===== config.mk =====
export PLATFORM = sky130hd
export DESIGN_NAME = mcpp_mul
export DESIGN_NICKNAME = d
export VERILOG_FILES = /design/src/mcpp_pkg.sv /design/src/mcpp_mul.sv
export SDC_FILE = /design/constraint.sdc
export NUM_CORES = 2
export LEC_CHECK = 0
export ABC_AREA = 1
export BUFFER_PORTS_ARGS = -buffer_cell sky130_fd_sc_hd__buf_2
export CORE_ASPECT_RATIO = 2
export CORE_MARGIN = 2
export CORE_UTILIZATION = 55
export CTS_BUF_LIST = sky130_fd_sc_hd__clkbuf_4
export DETAILED_ROUTE_END_ITERATION = 7
export GPL_TIMING_DRIVEN = 0
export PLACE_DENSITY = 0.72
export SLEW_MARGIN = 0
export SYNTH_ARGS = -nofsm -noshare
export SYNTH_HDL_FRONTEND = slang
export SYNTH_SLANG_ARGS = --single-unit

===== constraint.sdc =====
create_clock -name clock -period 9.69 [get_ports clock]
set_input_delay 1.938 -clock clock [delete_from_list [all_inputs] [get_ports clock]]
set_output_delay 1.938 -clock clock [all_outputs]
set_load 0.01 [all_outputs]

===== src/mcpp_pkg.sv =====
// Shared constants, types and helper functions for the corner pair projector.
// No dependencies; every other file depends on this package.
package mcpp_pkg;

   localparam int COORD_FRAC_BITS = 16;
   localparam int ROT_FRAC        = 14;
   localparam int COEF_FRAC       = 12;
   localparam int NORM_FRAC       = 20;

   localparam int COORD_W = 32;
   localparam int PIX_W   = 32;

   localparam int CAM_W   = 52;
   localparam int REM_W   = CAM_W + 2;
   localparam int QUOT_W  = NORM_FRAC + 2;
   localparam int NORM_W  = QUOT_W + 1;
   localparam int SQ_W    = 24;
   localparam int R2_W    = SQ_W + 1;
   localparam int TAN_W   = R2_W + 1;
   localparam int R4_W    = 28;
   localparam int R6_W    = 31;
   localparam int DIST_W  = 36;
   localparam int DIS_W   = 40;
   localparam int MA_W    = 36;
   localparam int MB_W    = 34;
   localparam int PROD_W  = MA_W + MB_W;

   localparam int CSR_IDX_W  = 3;
   localparam int CSR_DATA_W = 64;
   localparam logic [CSR_IDX_W-1:0] CSR_ROW_X      = 3'd0;
   localparam logic [CSR_IDX_W-1:0] CSR_ROW_Y      = 3'd1;
   localparam logic [CSR_IDX_W-1:0] CSR_ROW_Z      = 3'd2;
   localparam logic [CSR_IDX_W-1:0] CSR_RADIAL     = 3'd3;
   localparam logic [CSR_IDX_W-1:0] CSR_TANGENTIAL = 3'd4;
   localparam logic [CSR_IDX_W-1:0] CSR_FOCAL      = 3'd5;
   localparam logic [CSR_IDX_W-1:0] CSR_PRINCIPAL  = 3'd6;

   typedef struct packed {
      logic                     done;
      logic signed [NORM_W-1:0] quot;
   } mcpp_div_status_type;

   function automatic logic signed [PIX_W-1:0] sat_pix(input logic signed [PROD_W-1:0] v);
      logic signed [PROD_W-1:0] hi;
      logic signed [PROD_W-1:0] lo;
      hi = PROD_W'($signed({1'b0, {(PIX_W-1){1'b1}}}));
      lo = PROD_W'($signed({1'b1, {(PIX_W-1){1'b0}}}));
      if (v > hi) return hi[PIX_W-1:0];
      if (v < lo) return lo[PIX_W-1:0];
      return v[PIX_W-1:0];
   endfunction

   function automatic logic signed [PIX_W-1:0] clamp_dis(input logic signed [DIS_W-1:0] v);
      logic signed [DIS_W-1:0] hi;
      logic signed [DIS_W-1:0] lo;
      hi = DIS_W'($signed({1'b0, {(PIX_W-1){1'b1}}}));
      lo = DIS_W'($signed({1'b1, {(PIX_W-1){1'b0}}}));
      if (v > hi) return hi[PIX_W-1:0];
      if (v < lo) return lo[PIX_W-1:0];
      return v[PIX_W-1:0];
   endfunction

endpackage


===== src/mcpp_mul.sv =====
// Shared signed multiplier with registered product.
// Depends on mcpp_pkg.
module mcpp_mul (
   input  logic                               clock,
   input  logic signed [mcpp_pkg::MA_W-1:0]   a,
   input  logic signed [mcpp_pkg::MB_W-1:0]   b,
   output logic signed [mcpp_pkg::PROD_W-1:0] prod_ff
);
   import mcpp_pkg::*;

   logic signed [PROD_W-1:0] prod_in;

   assign prod_in = PROD_W'(a) * PROD_W'(b);

   always_ff @(posedge clock) begin
      prod_ff <= prod_in;
   end
endmodule


After elaboration in Yosys (flattened, before gate mapping)
Cells that the tools add are included.
{ "classes": {"add_sub_neg": 0, "n_div": 0, "reduce_logical": 0, "shifts": 0, "magnitude_cmp": 0, "n_bitwise": 0, "eq_ne": 0, "n_mul": 1, "n_mux": 0} }
{ "op_table": {"columns": ["operator", "n"], "rows": [
  ["multiplier 36 x 34 -> 70 bit", 1]
]} }
{ "word_totals": {"ramBits": 0, "word_cells": 2, "mem_bits_ro": 0, "ff_bits": 70, "inputBits": 71, "mem_count": 0, "latch_bits": 0} }

Longest topological paths before layout
{ "depth": {"word_depth": 1, "depth_mapped": 35, "mapped_depth_nobuf": 33} }

Worst setup path after synthesis
OpenSTA, ideal clock, no wires.
{ "synth_timing": {"kind": "input to register", "start": "in b[2] (netlist bit)", "end": "reg prod_ff[66] (netlist bit)", "cell_stages": 26, "arrival_time_ps": 8826, "path_slack_ps": 752, "setup_ps": 112, "required_time_ps": 9578, "path_cell_list": "clkbuf_1 -> clkbuf_1 -> nand2_1 -> inv_1 -> fa_1 -> fa_1 -> fa_1 -> inv_1 -> fa_1 -> inv_1 -> fa_1 -> fa_1 -> fa_1 -> inv_1 -> fa_1 -> inv_1 -> ha_1 -> nand2_1 -> nor2_1 -> inv_1 -> nor2_1 -> inv_1 -> nor3_1 -> nand2_1 -> nand3_1 -> nand2_1"} }
{ "synth_via": {"elab_chain_cells": 1} }
{ "synth_lines": {"columns": ["item", "line_no", "source"], "rows": [
  ["start, declared", "mcpp_mul.sv:6", "input logic signed [mcpp_pkg::MB_W-1:0] b,"],
  ["multiplier 36 x 34 -> 70 bit", "mcpp_mul.sv:13", "assign prod_in = PROD_W'(a) * PROD_W'(b);"],
  ["net prod_in[66]", "mcpp_mul.sv:11", "logic signed [PROD_W-1:0] prod_in;"],
  ["end signal, assigned", "mcpp_mul.sv:16", "prod_ff <= prod_in;"],
  ["end, declared", "mcpp_mul.sv:7", "output logic signed [mcpp_pkg::PROD_W-1:0] prod_ff"]
]} }
The timed path passes the listed nets, and every way through them passes these cells.

Worst setup path after layout
{ "layout_timing": {"start": "in a[31] (netlist bit)", "end": "reg prod_ff[54] (netlist bit)"} }
{ "layout_via": {"elab_chain_cells": 1} }
{ "layout_lines": {"columns": ["item", "line_no", "source"], "rows": [
  ["start, declared", "mcpp_mul.sv:5", "input logic signed [mcpp_pkg::MA_W-1:0] a,"],
  ["multiplier 36 x 34 -> 70 bit", "mcpp_mul.sv:13", null],
  ["net prod_in[54]", "mcpp_mul.sv:11", null]
]} }
The timed path passes the listed nets, and every way through them passes these cells.

==> metrics.txt <==
Max Cap Violations 1; Die Y 419.4 µm; CP endpoint kind flop; Max transition margin 0.5958%; Layout fillers 8315; multi-input logic area 37550 µm²; Core ar. 85580 µm²; max reg flops 70; Residual DRC 0; Largest Register prod_ff; vias per cell 5.681; vias in the first global route 43370; CTS Sinks 70; die area 88770 µm²; max layer used met5; layout cells sized above 1 5.416%; setup TNS -0.07234 ns; Final Critical Period 9.725 ns; Die Wd 211.7 µm; layout net count 7654; post-DP HPWL 182200 µm; CTS root buf clkbuf_4; CTS buffer count 9; final setup violation count 4; CP Launch Type primary input; CTS tree built; Starting Density 55.44%; Cells after Synth 5982; post-route setup slack -0.03493 ns; Placer Congestion 1.089; crit path max fanout 10; clock slew at reported path FFs 0.14 ns; Final Cycle Share 100.4%; Synth Register Bits 70; global-route wire length before repair 314900 µm; RSZ-0062 raised after global routing true; IO Pins 141; Distinct cells, synth 31; registers with the most flip-flops prod_ff x70; area taken by flip-flops and latches 1401 µm²; routed wl met3 23740 µm; per-cell routed wire length 30.65 µm; Arr. time, crit path 10.14 ns; total vias in the final route 40790; pin count of the biggest net entering global routing 22; WHS Path Cells 3; commonest non-fill, non-tap cell in the layout inv_1; # rows 152; Worst-Margin Slew 1.491 ns; antenna violations before repair 28; Max Root-Sink Buffers 2; failing checks max-capacitance violations, negative setup slack; Metal-1 WL 61930 µm; sequential share of the synthesized area 2.954%; Hold Fails Final Rpt 0; status complete, but fails checks; synth warn 0; Detailed Route WL 220100 µm; Routed Antenna Nets 0; PortBufs 71; Total Routing Usage GR 53.04%; GRT overflow 0; htree depth 3; Avg Inst Size Synth 7.931 µm²; Worst Hold Class primary input to flop; DRT iter0 DRCs 3762; syn nets 7566; Worst EP required 10.11 ns; Worst Setup Path Type primary input to flop; Syn-to-layout area delta 4.879%; commonest non-fill, non-tap cells in the layout inv_1 (1990), nand2_1 (1627), fa_1 (1294), ha_1 (206), nor2_1 (151); Synth Cell Area 47450 µm²; wire length on met2 101400 µm; TritonRoute pass-1 iters 8; Slew Viols, Final 0; fmax 0.1028 GHz
==> cells in the mapped netlist <==
cell type,n,area (µm²)
or2_2,7,43.79
nor4_1,1,6.260
nand2_2,19,118.9
a21oi_1,79,395.4
nor2_4,3,33.78
nor3_1,7,35.03
nand3b_1,5,37.54
o21bai_1,16,120.1
nand4_1,13,81.33
inv_2,5,18.77
xnor2_1,1,8.760
nand2b_1,1,6.260
nor4_2,5,62.56
ha_1,208,2603
a21o_1,3,22.52
o21ai_1,2,10.01
and2_1,1,6.260
a21oi_2,3,26.28
nand2_1,1627,6107
o21ai_0,37,185.2
xor2_1,35,306.5
nand3_2,6,60.06
clkinv_1,1,3.750
inv_1,1993,7481
nand3_1,73,365.4
clkbuf_1,278,1044
dfxtp_1,70,1401
nor2_2,25,156.4
fa_1,1305,26130
nor2_1,152,570.6
buf_1,1,3.750
==> path summary, 6_finish.rpt <==
path | to | startpoint | slack, ns
worst max-delay path | prod_ff[54] | a[31] | -0.03
worst min-delay path | prod_ff[0] | b[0] | 2.12
==> worst max-delay path, stage by stage <==
cell and delay, ns:
clkbuf_1 0.65, clkbuf_1 0.65, nand2_1 0.10, inv_1 0.12, fa_1 0.42, fa_1 0.63
inv_1 0.10, fa_1 0.51, fa_1 0.51, inv_1 0.05, fa_1 0.93, fa_1 0.54
fa_1 0.52, inv_1 0.06, fa_1 0.47, inv_1 0.04, ha_1 0.42, a21oi_1 0.27
o21ai_0 0.18, a21oi_1 0.33, inv_1 0.08, a21oi_1 0.34, nand3_1 0.12, nand2_1 0.07
nand2_1 0.06
==> cell families after synthesis <==
kind of cell | count (synthesis) | share of synthesized area (%)
DFF | 70 | 2.954
and+or+nand+nor | 1945 | 16.21
buffers and inverters | 2278 | 18.02
xor gates and xnor gates | 36 | 0.6646
AOI/OAI and AO/OA | 140 | 1.601
adders and majority gates | 1513 | 60.55
==> metrics by stage <==
step	hold WS (ns)	instances	worst slack (ns)	instance area [µm²]	util (%)
6_report	2.125	7181	-0.03493	49760	58.14
3_3_place_gp	2.334	7131	-1.789	49150	57.43
4_1_cts	2.052	7149	0.007157	49390	57.71
5_1_grt	2.099	7160	-0.04150	49710	58.08
2_1_floorplan	2.242	5982	0.7520	47450	-
3_5_place_dp	2.331	7131	-1.911	49150	57.43
==> cell type report <==
class | instances | area share, %
diodes | 28 | 0.1408
well taps | 1078 | 2.711
repair buffers | 77 | 0.8549
plain buffers | 279 | 2.655
multi-input cells | 3634 | 75.46
clock inverters | 7 | 0.1308
flip-flops and latches | 70 | 2.816
inverters | 1999 | 15.09
clock buffers | 9 | 0.1358
==> layer usage <==
| metal | track usage, % | up-vias |
|---|---|---|
| met5 | 0 | - |
| met4 | 59.88 | 16 |
| met3 | 21.79 | 1271 |
| met2 | 81.02 | 2727 |
| met1 | 50.60 | 20350 |
| li1 | - | 16430 |
==> what timing repair did <==
item / in CTS / in global routing
gates resized for setup: 61 / 252
endpoints found under the setup margin: 40 / 46
pin swaps: 0 / 1
setup buffers: 2 / 3
hold buffers: 0 / 0
Power is not shown: default switching activity piles up to over one toggle a cycle in this logic, so the estimate is an artifact.
