**config.mk**
```make
export PLATFORM = sky130hd
export DESIGN_NAME = mcpp_div
export DESIGN_NICKNAME = d
export VERILOG_FILES = /design/src/mcpp_pkg.sv /design/src/mcpp_div.sv
export SDC_FILE = /design/constraint.sdc
export NUM_CORES = 1
export LEC_CHECK = 0
export BUFFER_PORTS_ARGS = -buffer_cell sky130_fd_sc_hd__buf_4
export CAP_MARGIN = 20
export CORE_UTILIZATION = 62
export DETAILED_ROUTE_END_ITERATION = 7
export PLACE_DENSITY_LB_ADDON = 0.1
export SLEW_MARGIN = 20
export SYNTH_ARGS = -nofsm -noshare
export SYNTH_HDL_FRONTEND = slang
export SYNTH_SLANG_ARGS = --single-unit
```
**constraint.sdc**
```tcl
create_clock -name clock -period 6.4 [get_ports clock]
set_input_delay 1.28 -clock clock [delete_from_list [all_inputs] [get_ports clock]]
set_output_delay 1.28 -clock clock [all_outputs]
set_load 0.02 [all_outputs]
```
**src/mcpp_pkg.sv**
```systemverilog
// Shared constants, types and helper functions for the corner pair projector.
// No dependencies; every other file depends on this package.
package mcpp_pkg;

   localparam int COORD_FRAC_BITS = 16;
   localparam int ROT_FRAC        = 14;
   localparam int COEF_FRAC       = 12;
   localparam int NORM_FRAC       = 20;

   localparam int COORD_W = 32;
   localparam int PIX_W   = 32;

   localparam int CAM_W   = 52;
   localparam int REM_W   = CAM_W + 2;
   localparam int QUOT_W  = NORM_FRAC + 2;
   localparam int NORM_W  = QUOT_W + 1;
   localparam int SQ_W    = 24;
   localparam int R2_W    = SQ_W + 1;
   localparam int TAN_W   = R2_W + 1;
   localparam int R4_W    = 28;
   localparam int R6_W    = 31;
   localparam int DIST_W  = 36;
   localparam int DIS_W   = 40;
   localparam int MA_W    = 36;
   localparam int MB_W    = 34;
   localparam int PROD_W  = MA_W + MB_W;

   localparam int CSR_IDX_W  = 3;
   localparam int CSR_DATA_W = 64;
   localparam logic [CSR_IDX_W-1:0] CSR_ROW_X      = 3'd0;
   localparam logic [CSR_IDX_W-1:0] CSR_ROW_Y      = 3'd1;
   localparam logic [CSR_IDX_W-1:0] CSR_ROW_Z      = 3'd2;
   localparam logic [CSR_IDX_W-1:0] CSR_RADIAL     = 3'd3;
   localparam logic [CSR_IDX_W-1:0] CSR_TANGENTIAL = 3'd4;
   localparam logic [CSR_IDX_W-1:0] CSR_FOCAL      = 3'd5;
   localparam logic [CSR_IDX_W-1:0] CSR_PRINCIPAL  = 3'd6;

   typedef struct packed {
      logic                     done;
      logic signed [NORM_W-1:0] quot;
   } mcpp_div_status_type;

   function automatic logic signed [PIX_W-1:0] sat_pix(input logic signed [PROD_W-1:0] v);
      logic signed [PROD_W-1:0] hi;
      logic signed [PROD_W-1:0] lo;
      hi = PROD_W'($signed({1'b0, {(PIX_W-1){1'b1}}}));
      lo = PROD_W'($signed({1'b1, {(PIX_W-1){1'b0}}}));
      if (v > hi) return hi[PIX_W-1:0];
      if (v < lo) return lo[PIX_W-1:0];
      return v[PIX_W-1:0];
   endfunction

   function automatic logic signed [PIX_W-1:0] clamp_dis(input logic signed [DIS_W-1:0] v);
      logic signed [DIS_W-1:0] hi;
      logic signed [DIS_W-1:0] lo;
      hi = DIS_W'($signed({1'b0, {(PIX_W-1){1'b1}}}));
      lo = DIS_W'($signed({1'b1, {(PIX_W-1){1'b0}}}));
      if (v > hi) return hi[PIX_W-1:0];
      if (v < lo) return lo[PIX_W-1:0];
      return v[PIX_W-1:0];
   endfunction

endpackage

```
**src/mcpp_div.sv**
```systemverilog
// Restoring divider, one quotient bit per cycle, quotient limited to +-2.0.
// Depends on mcpp_pkg.
module mcpp_div (
   input  logic                              clock,
   input  logic                              reset,
   input  logic                              start,
   input  logic signed [mcpp_pkg::CAM_W-1:0] num,
   input  logic signed [mcpp_pkg::CAM_W-1:0] den,
   output mcpp_pkg::mcpp_div_status_type     status
);
   import mcpp_pkg::*;

   logic                     busy_ff, busy_in;
   logic                     init_ff, init_in;
   logic                     done_ff, done_in;
   logic [4:0]               cnt_ff, cnt_in;
   logic [REM_W-1:0]         rem_ff, rem_in;
   logic [CAM_W-1:0]         den_ff, den_in;
   logic [QUOT_W-1:0]        q_ff, q_in;
   logic                     neg_ff, neg_in;
   logic signed [NORM_W-1:0] quot_ff, quot_in;
   logic signed [CAM_W-1:0]  abs_num;
   logic [REM_W-1:0]         den_ext, den2, rem_sh;

   always_comb begin
      abs_num = num[CAM_W-1] ? -num : num;
      den_ext = REM_W'(den_ff);
      den2    = den_ext << 1;
      rem_sh  = rem_ff << 1;
      busy_in = busy_ff;
      init_in = init_ff;
      done_in = 1'b0;
      cnt_in  = cnt_ff;
      rem_in  = rem_ff;
      den_in  = den_ff;
      q_in    = q_ff;
      neg_in  = neg_ff;
      quot_in = quot_ff;
      if (start) begin
         rem_in  = REM_W'($unsigned(abs_num));
         den_in  = den;
         neg_in  = num[CAM_W-1];
         q_in    = '0;
         cnt_in  = '0;
         init_in = 1'b1;
         busy_in = 1'b1;
      end else if (busy_ff && init_ff) begin
         init_in = 1'b0;
         if (rem_ff >= den2) begin
            q_in    = QUOT_W'(2) << NORM_FRAC;
            busy_in = 1'b0;
            done_in = 1'b1;
         end else if (rem_ff >= den_ext) begin
            q_in   = QUOT_W'(1);
            rem_in = rem_ff - den_ext;
         end
      end else if (busy_ff) begin
         if (rem_sh >= den_ext) begin
            rem_in = rem_sh - den_ext;
            q_in   = {q_ff[QUOT_W-2:0], 1'b1};
         end else begin
            rem_in = rem_sh;
            q_in   = {q_ff[QUOT_W-2:0], 1'b0};
         end
         cnt_in = cnt_ff + 5'd1;
         if (cnt_ff == 5'(NORM_FRAC - 1)) begin
            busy_in = 1'b0;
            done_in = 1'b1;
         end
      end
      if (done_in) begin
         quot_in = neg_ff ? -$signed(NORM_W'(q_in)) : $signed(NORM_W'(q_in));
      end
   end

   always_ff @(posedge clock) begin
      if (reset) begin
         busy_ff <= 1'b0;
         init_ff <= 1'b0;
         done_ff <= 1'b0;
      end else begin
         busy_ff <= busy_in;
         init_ff <= init_in;
         done_ff <= done_in;
      end
      cnt_ff  <= cnt_in;
      rem_ff  <= rem_in;
      den_ff  <= den_in;
      q_ff    <= q_in;
      neg_ff  <= neg_in;
      quot_ff <= quot_in;
   end

   assign status.done = done_ff;
   assign status.quot = quot_ff;
endmodule

```
# Yosys cells after proc, flatten, opt, wreduce, memory -nomap -nowiden

Index checks and enable logic that the tools add are counted.

Register bits after elaboration: 160
Input port bits: 107
Output and inout bits: 24

Bitwise gates (word level): 1
Reduce and logical (&&, ||, !) cells: 7
$lt $le $gt $ge: 3
Add/sub/neg operators: 5
Equal/unequal tests: 6
Muxes and demuxes: 26

Operator list:

| operator                                              | number |
|---|---|
| two-way mux 54 bit                                    | 5 |
| two-way mux 22 bit                                    | 6 |
| >= comparator 54 x 52 -> 1 bit                        | 2 |
| subtractor 54 x 52 -> 54 bit                          | 2 |
| two-way mux 52 bit                                    | 2 |
| >= comparator 54 x 53 -> 1 bit                        | 1 |
| negator 52 bit                                        | 1 |
| negator 22 -> 23 bit                                  | 1 |
| two-way mux 1 bit                                     | 13 |
| inequality test 3 x 2 -> 1 bit, second input constant | 2 |
| AND reduction 3 bit                                   | 2 |
| adder 5 x 1 -> 5 bit, second input constant           | 1 |
| equality test 5 bit, second input constant            | 1 |
| nonzero test 2 bit                                    | 2 |
| inequality test 3 bit, second input constant          | 1 |
| nonzero test 3 bit                                    | 1 |
| inequality test 2 x 1 -> 1 bit, second input constant | 1 |
| inequality test 2 bit, second input constant          | 1 |
| AND reduction 2 bit                                   | 1 |
| logical AND 1 bit                                     | 1 |
| NOT 1 bit                                             | 1 |

# Depth between registers and ports, before layout

Gate-level depths: netlist (run 1).

Word-level depth: 7
Depth in mapped cells: 20
Depth with buffers taken out: 20

# Worst setup path before layout (run 1)

OpenSTA, ideal clock, no wires.

Kind: reg2reg
Start: reg den_ff[0]
End: reg quot_ff[20] (data pin)
Cell stages (with the launch flop): 20
Data required time: 6.137 ns
Setup slack: 1.888 ns
Path buffers: 0
Setup time: 0.263 ns
Clock period less this slack: 4.512 ns
Data arrival time: 4.249 ns
Cells stage by stage: edfxtp_1 ha_1 fa_1 nand2b_1 a21oi_1 o21ai_0 o31ai_2 a21oi_2 o41ai_4 o31ai_2 a22oi_1 or2_2 ha_1 o21ai_0 nor2_1 o41ai_1 or2_1 nand4b_1 o41ai_2 xnor2_1

Cells in the longest elaborated chain, start to end: 7
Elaborated cells on any way between the ends: 11
Classes of those cells: add/sub: 1; order compare: 3; mux: 7

Ends and longest elaborated chain:

| element                                                        | RTL line                       | source |
|---|---|---|
| start: declaration                                             | mcpp_div.sv:18                 | `logic [CAM_W-1:0] den_ff, den_in;` |
| start signal: assignment                                       | mcpp_div.sv:88                 | `den_ff <= den_in;` |
| >= comparator 54 x 52 -> 1 bit, on equally long branches       | mcpp_div.sv:58, mcpp_div.sv:53 |  |
| two-way mux 1 bit / two-way mux 22 bit (equally long branches) | mcpp_div.sv:58, mcpp_div.sv:53 |  |
| two-way mux 22 bit, on equally long branches                   | mcpp_div.sv:57, mcpp_div.sv:49 |  |
| two-way mux 22 bit (*)                                         | mcpp_div.sv:47                 | `end else if (busy_ff && init_ff) begin` |
| two-way mux 22 bit (*)                                         | mcpp_div.sv:39                 | `if (start) begin` |
| negator 22 -> 23 bit                                           | mcpp_div.sv:72                 | `quot_in = neg_ff ? -$signed(NORM_W'(q_in)) : $signed(NORM_W'(q_in));` |
| two-way mux 22 bit (*)                                         | mcpp_div.sv:72                 |  |
| end signal: assignment                                         | mcpp_div.sv:91                 | `quot_ff <= quot_in;` |
| end: declaration                                               | mcpp_div.sv:21                 | `logic signed [NORM_W-1:0] quot_ff, quot_in;` |

Mark *: on every way between the ends. The rest lies on a longest branch, timed or not.
A chain may end at the register's enable or synchronous reset.

# Final worst setup path (run 1)

Same ends and word-level chain as after synthesis.

==> results of run 1 <==
tightest hold or removal path: stages (launching register included):
cell and delay, ns:
dfxtp_1 0.33, nand2_1 0.06, a21oi_1 0.06
worst max-delay path by stage:
stage	slack (ns)	to	from	cells past startpoint
floorplan	1.89	quot_ff[20]$_DFFE_PP_	den_ff[0]$_DFFE_PP_	19
global placement	1.35	quot_ff[20]$_DFFE_PP_	den_ff[0]$_DFFE_PP_	20
detailed placement	1.17	quot_ff[20]$_DFFE_PP_	den_ff[0]$_DFFE_PP_	20
CTS	1.12	quot_ff[20]$_DFFE_PP_	den_ff[0]$_DFFE_PP_	20
global route	0.74	quot_ff[20]$_DFFE_PP_	rem_ff[0]$_DFFE_PP_	21
finish	1.05	quot_ff[20]$_DFFE_PP_	den_ff[0]$_DFFE_PP_	20
where the power goes:
part	internal [W]	leakage, nW	total, W	switching [W]
Combinational	0.00170	5.51	0.00444	0.00274
Clock	0.000549	0.306	0.00114	0.000594
Sequential	0.00135	1.50	0.00156	0.000202
flip-flops by register name, summed over array words and instances (netlist names):
name and cells:
busy_ff 1, done_ff 1, den_ff 52, rem_ff 54
q_ff 22, cnt_ff 5, quot_ff 23, init_ff 1
neg_ff 1
synthesized netlist by cell type (all sizes together), types with 12 or more instances:
master / count / area [µm²]
a21oi: 210 / 1055
o21bai: 28 / 210.2
o21ai: 132 / 660.6
and3: 15 / 93.84
edfxtp: 128 / 3844
nand2b: 26 / 162.7
o211ai: 19 / 142.6
or3: 14 / 87.58
nor3: 38 / 195.2
a21o: 56 / 420.4
a211oi: 48 / 370.3
inv: 93 / 349.1
nand2: 196 / 735.7
dfxtp: 32 / 640.6
o21a: 12 / 90.09
o31ai: 40 / 334.1
o41ai: 14 / 171.4
ha: 159 / 1989
nor2: 135 / 514.2
nor2b: 15 / 93.84
xnor2: 94 / 823.3
nand4: 47 / 300.3
buf: 27 / 133.9
xor2: 68 / 595.6
a31oi: 22 / 143.9
clkbuf: 74 / 277.8
nand3: 46 / 235.2
a22oi: 19 / 142.6
nor4: 12 / 75.07
cell usage in the layout (no fill, tap or decap), types with 9 or more instances in the layout:
master     count
buf_4        146
nand4_1       46
nand2b_1      25
a221oi_1      11
a211oi_1      46
nand3_1       45
a21oi_1      209
o41ai_1        9
and2_1        10
and3_1        15
dfxtp_1       32
inv_1         92
or3_1         14
a22oi_1       19
a21o_1        56
edfxtp_1     128
o21a_1        12
nor2b_1       15
ha_1         159
o31ai_1       35
xnor2_1       94
xor2_1        68
nor4_1        12
a31oi_1       21
o21ai_0      124
o21bai_1      28
nor2_1       133
nand2_1      196
nor3_1        36
clkbuf_16     17
o211ai_1      19
logic make-up (layout without fill, tap and decap cells):
logic type | count (synthesis) | after routing | synth area share, %
AO/OA/AOI/OAI | 670 | 670 | 27.22
AND/OR/NAND/NOR | 589 | 589 | 17.79
buffers and inverters | 195 | 273 | 4.772
XOR/XNOR | 162 | 162 | 8.856
adder cells (fa/ha/maj) | 161 | 161 | 12.67
flip-flops | 160 | 160 | 27.99
multiplexers | 11 | 11 | 0.7107
metrics by stage:
| step | setup WS, ns | hold WS [ns] | power [W] | std cells | utilization (%) |
|---|---|---|---|---|---|
| 6_report | 1.053 | 0.4843 | 0.007141 | 2356 | 70.47 |
| 3_5_place_dp | 1.171 | 0.4787 | 0.005811 | 2324 | 67.94 |
| 4_1_cts | 1.118 | 0.4891 | 0.006977 | 2356 | 70.47 |
| 2_1_floorplan | 1.888 | 0.4537 | 0.004680 | 1948 | - |
| 5_1_grt | 0.7373 | 0.5139 | 0.007530 | 2356 | 70.47 |
| 3_3_place_gp | 1.346 | 0.4643 | 0.005746 | 2324 | 67.94 |
cell type report:
cell class	instances	area (µm²)	share of cell area, %
repair buffers	147	1107	6.222
inverters	94	352.8	1.983
multi-input cells	1593	10800	60.70
flip-flops and latches	160	4484	25.20
well taps	330	412.9	2.320
clock inverters	15	211.5	1.188
clock buffers	17	425.4	2.390
metal layers:
metal	vias to the layer above	wire, µm	track usage [%]	share of wire, %
met5	-	0	0	0
met4	0	2463	17.33	4.7
met3	179	5660	7.283	11
met2	1044	23190	62.28	44
met1	7480	21370	53.01	41
li1	7392	-	-	-
==> impl_metrics.toml, run 1 <==
[critical_path]
worstSetupPathType = "register to register"
worstReg2RegStart = "den_ff[0]$_DFFE_PP_"
crit_path_end_kind = "register"
crit_chain = "ha_1 -> fa_1 -> nand2b_1 -> a21oi_1 -> o21ai_0 -> o31ai_2 -> a21oi_2 -> o41ai_4 -> buf_4 -> o31ai_2 -> a22oi_1 -> or2_2 -> ha_1 -> o21ai_0 -> nor2_1 -> o41ai_1 -> or2_1 -> nand4b_1 -> o41ai_2 -> xnor2_1"
start_kind = "register"
critPathTopFamily = "compound AO/OA/AOI/OAI gates"
reg2reg_to = "quot_ff[20]$_DFFE_PP_"
crit_buf_inv = 1
crit_fanout = 10
r2r_setup_slack_ns = 1.05
worstPathArrival_ns = 5.54
critPathMaxStageDelay_ns = 0.50
worstPathRequired_ns = 6.59
slowest_stage = "edfxtp_1"
ff2ff_path_depth = 20

[die]
die_x_um = 162.8
die_height_um = 162.8
die_area_mm2 = 0.02649
start_util_pct = 63.44
ios = 131
placementRows = 58
fp.coreArea_mm2 = 0.02525

[detailed_routing]
wirelength_um = 52690
first_pass_iters = 6
antenna_left = 0
viasPerCell = 6.831
num_vias = 16100
drtIter0Drc = 1929
drc = 0
routedWlPerCell_um = 22.36

[placed_design]
numPortBuffers = 130
dpl.hpwl_um = 39690
gp_congestion = 1.015
placed_area_mm2 = 0.01716

[clock_network]
postCtsSetupBuffers = 0
cts_made_buffers = 17
clkSlewWorstSetupHoldPaths_ns = 0.08
cts_tree = "done"
clk_latency_ns = 0.46
clock_path_buffers = 2
clock-sinks = 160
cts-root-buf = "clkbuf_16"
htree_num_levels = 4
post_cts_resized = 0
ctsHoldBuffers = 0

[sta]
setup_viol = 0
drv_slew = 0
worst_pin_slew_ns = 1.122
fin_setup_tns_ns = 0
max_freq_mhz = 187.0
finClkSkew_ns = 0.01835
fin_crit_ns = 5.347
rsz0062_at_grt = "no"
finalHoldViolations = 0
period_share_pct = 83.54
max_slew_margin_pct = 23.23

[synthesis]
synth-main-ff-cell = "edfxtp_1"
synth_nets = 2216
postSynthCellCount = 1948
synthesis.area_mm2 = 0.01602
synth_edf_count = 128
synth_cell_types = 88
ys_async_sr_fraction_pct = 0
ys_ff_latch = 160
yosys_warnings = 0
syn_area_per_cell_um2 = 8.225
synth_seq_area_share_pct = 27.99

[min_path]
min_from = "cnt_ff[1]$_SDFFE_PP0P_"
hold_class = "register to register"
whs_endpoint = "cnt_ff[1]$_SDFFE_PP0P_"
min_path_cells = 2

[run_status]
outcome = "complete, no violations"

[global_routing]
grt_max_degree = 81
antenna_found_initial = 0
grt_pass1_vias = 15230
grt_overflow = 0
grt_first_pass_wirelength_um = 81900
track_usage_pct = 39.61

[cells_and_area]
areaGrowthSynthToFinish_pct = 11.07
fillers = 2062
final_nets = 2281
stdcell_area_mm2 = 0.01780
layout-drive-gt1-share_pct = 10.96
num_antenna_cells = 0

[pwr]
power.leakage_nw = 7.316
power_density_mw_per_mm2 = 401.3
ir_drop_v = 0.0002465

[flow_run]
max_cap_viol_count = 0
No activity file was read; power rests on OpenSTA's default activity.
==> inputs of run 2 (changes only) <==
Settings changed: ABC_AREA set to 1, CORE_UTILIZATION 62 to 63.
Clock period 6.4 ns to 5.1 ns, I/O delays scaled along.
==> run 2 against run 1 <==
Sequential share of layout area is 2.1 points lower. Global-route usage is 6.2 points higher. Clock power is 18% higher. Die area is 7.6% higher. Critical path type unchanged. First-iteration DRC count is 58% higher. Synthesized area is 9.4% higher. Fmax is 29% higher. Register-to-register slack worse by 0.08 ns. Cell count is 33% higher. Utilization is 1.3 points higher. Largest power group unchanged.
==> impl_metrics.toml, run 2 <==
[run_status]
outcome = "complete, no violations"

[global_routing]
grt_pass1_vias = 18440
antenna_found_initial = 3
grt_max_degree = 68
track_usage_pct = 45.82
grt_overflow = 0
grt_first_pass_wirelength_um = 99550

[cells_and_area]
top_register = "rem_ff"
final_util_pct = 71.72
layout-drive-gt1-share_pct = 10.20
final_nets = 3020
layout_commonest_cell = "nand2_1"
areaGrowthSynthToFinish_pct = 10.91
largest_register_ffs = 54
reg.largest.list = "rem_ff (54), den_ff (52), quot_ff (23)"
final_cell_mix = "nand2_1 (608), inv_1 (327), nor2_1 (317), a21oi_1 (254), o21ai_0 (206)"
fillers = 2278

[clock_network]
postCtsSetupBuffers = 0
htree_num_levels = 4
cts_made_buffers = 17
clk_latency_ns = 0.47
post_cts_resized = 0
cts-root-buf = "clkbuf_16"
ctsHoldBuffers = 0
cts_tree = "done"
clkSlewWorstSetupHoldPaths_ns = 0.08
clock_path_buffers = 2
clock-sinks = 160

[sta]
finalHoldViolations = 0
period_share_pct = 80.99
setup_viol = 0
fin_setup_tns_ns = 0
max_freq_mhz = 242.1
rsz0062_at_grt = "no"
worst_pin_slew_ns = 1.018
fin_crit_ns = 4.130
max_slew_margin_pct = 32.07
finClkSkew_ns = 0.02323
drv_slew = 0

[critical_path]
critPathMaxStageDelay_ns = 0.77
critPathTopFamily = "simple AND/OR/NAND/NOR gates"
crit_chain = "inv_1 -> ha_1 -> nand2_1 -> inv_1 -> nand3_1 -> nand3_1 -> nand3_1 -> nand3_1 -> nand2_1 -> nand2_1 -> nor2_2 -> nand3_2 -> nand2_2 -> nand2_4 -> ha_1 -> nand2_1 -> nor2_2 -> nand2_2 -> nand2_4 -> nand2_2 -> xor2_1"
crit_buf_inv = 2
crit_path_end_kind = "register"
crit_fanout = 15
slowest_stage = "nor2_2"
worstPathArrival_ns = 4.43
worstSetupPathType = "register to register"
worstPathRequired_ns = 5.40
r2r_setup_slack_ns = 0.97
start_kind = "register"

[synthesis]
synth.largest_area_cell = "edfxtp_1"
ys_ff_latch = 160
synth_seq_area_share_pct = 25.59
synth_edf_count = 128
yosys.area.top_type_share_pct = 21.93
synth_nets = 2912
yosys_warnings = 0
synth_top_cells_by_count = "nand2_1 (609), inv_1 (328), nor2_1 (317)"
ys_top_cells_by_area = "edfxtp_1 (22%), nand2_1 (13%), ha_1 (11%)"
synth_cell_types = 57
synthesis.area_mm2 = 0.01753
ys_async_sr_fraction_pct = 0
yosysMostFrequentCell = "nand2_1"
postSynthCellCount = 2644
synth-main-ff-cell = "edfxtp_1"
syn_area_per_cell_um2 = 6.628

[placed_design]
gp_congestion = 1.077
numPortBuffers = 130
dpl.hpwl_um = 52760

[detailed_routing]
wirelength_um = 65900
drc = 0
first_pass_iters = 7
routedWlPerCell_um = 21.00
antenna_left = 0
num_vias = 19940
drtIter0Drc = 3042
viasPerCell = 6.354

[pwr]
power.total_w = 0.008100
ir_drop_v = 0.0002655
power.leakage_nw = 9.093
power_density_mw_per_mm2 = 416.7

[min_path]
hold_class = "register to register"

[die]
die_area_mm2 = 0.02849
fp.coreArea_mm2 = 0.02710
die_x_um = 168.8
start_util_pct = 64.67
die_height_um = 168.8
ios = 131
placementRows = 60

[flow_run]
max_cap_viol_count = 0
-- run 2: cell count changes after synthesis, moves of 25 or more --
cell	delta
nor2_1	+183
inv_1	+236
nand2b_1	-26
nand3_1	+72
o31ai_1	-32
a211oi_1	-42
xnor2_1	-52
nand2_1	+413
nand4_1	-25
a21o_1	-30
nand2_2	+26
o21ai_0	+82
a21oi_1	+46
clkbuf_1	-44
-- run 2: worst paths after layout --
check                            start               endpoint  cells past startpoint
setup / recovery   den_ff[1]$_DFFE_PP_  quot_ff[10]$_DFFE_PP_                     21
setup reg to reg   den_ff[1]$_DFFE_PP_  quot_ff[10]$_DFFE_PP_                     21
hold / removal    init_ff$_SDFFE_PP0P_   init_ff$_SDFFE_PP0P_                      2
hold reg to reg   init_ff$_SDFFE_PP0P_   init_ff$_SDFFE_PP0P_                      2
-- run 2: report_power, final --
part	internal [W]	total (W)	switching, W
Sequential	0.00165	0.00188	0.000229
Clock	0.000658	0.00134	0.000681
Combinational	0.00157	0.00488	0.00331
-- run 2: stage by stage --
step           area (µm²)  setup WS, ns  cells  hold slack [ns]
2_1_floorplan       17530         1.569   2644           0.4465
3_3_place_gp        18840         1.091   3105           0.4592
3_5_place_dp        18850         1.117   3105           0.4714
4_1_cts             19430         1.152   3137           0.4833
5_1_grt             19430        0.7927   3137           0.5050
6_report            19440        0.9695   3138           0.4862
-- run 2: cells by family (layout without fill, tap and decap cells) --
| family | Yosys count | count (layout) | synth area share, % |
|---|---|---|---|
| AO/OA/AOI/OAI | 620 | 620 | 19.71 |
| XOR/XNOR | 92 | 92 | 4.598 |
| adder cells (fa/ha/maj) | 161 | 161 | 11.58 |
| buffers and inverters | 395 | 516 | 8.738 |
| flip-flops | 160 | 160 | 25.59 |
| multiplexers | 1 | 1 | 0.06425 |
| other | 0 | 1 | 0 |
| AND/OR/NAND/NOR | 1215 | 1215 | 29.72 |
-- run 2: worst register-to-register path, delay by kind of cell (launching register included) --
family                     cells  cell delay, ns
buffers and inverters          2            0.22
DFF                            1            0.49
xor gates and xnor gates       1            0.18
adders and majority gates      2            0.46
and+or+nand+nor               16            2.64
-- run 2: final cells by class --
type | count | area (µm²) | share of cell area, %
well taps | 372 | 465.4 | 2.395
repair buffers | 144 | 1094 | 5.626
multi-input cells | 2089 | 11530 | 59.30
clock inverters | 15 | 162.7 | 0.8368
flip-flops and latches | 160 | 4484 | 23.07
clock buffers | 17 | 425.4 | 2.189
diodes | 1 | 2.502 | 0.01287
inverters | 340 | 1276 | 6.566
-- run 2: layer usage --
| metal | track usage [%] | share of wire (%) | vias to the layer above |
|---|---|---|---|
| met5 | 0 | 0.041 | - |
| met2 | 70.54 | 43 | 1538 |
| met1 | 59.67 | 38 | 9044 |
| li1 | - | - | 9122 |
| met4 | 19.09 | 4.2 | 4 |
| met3 | 13.79 | 15 | 230 |
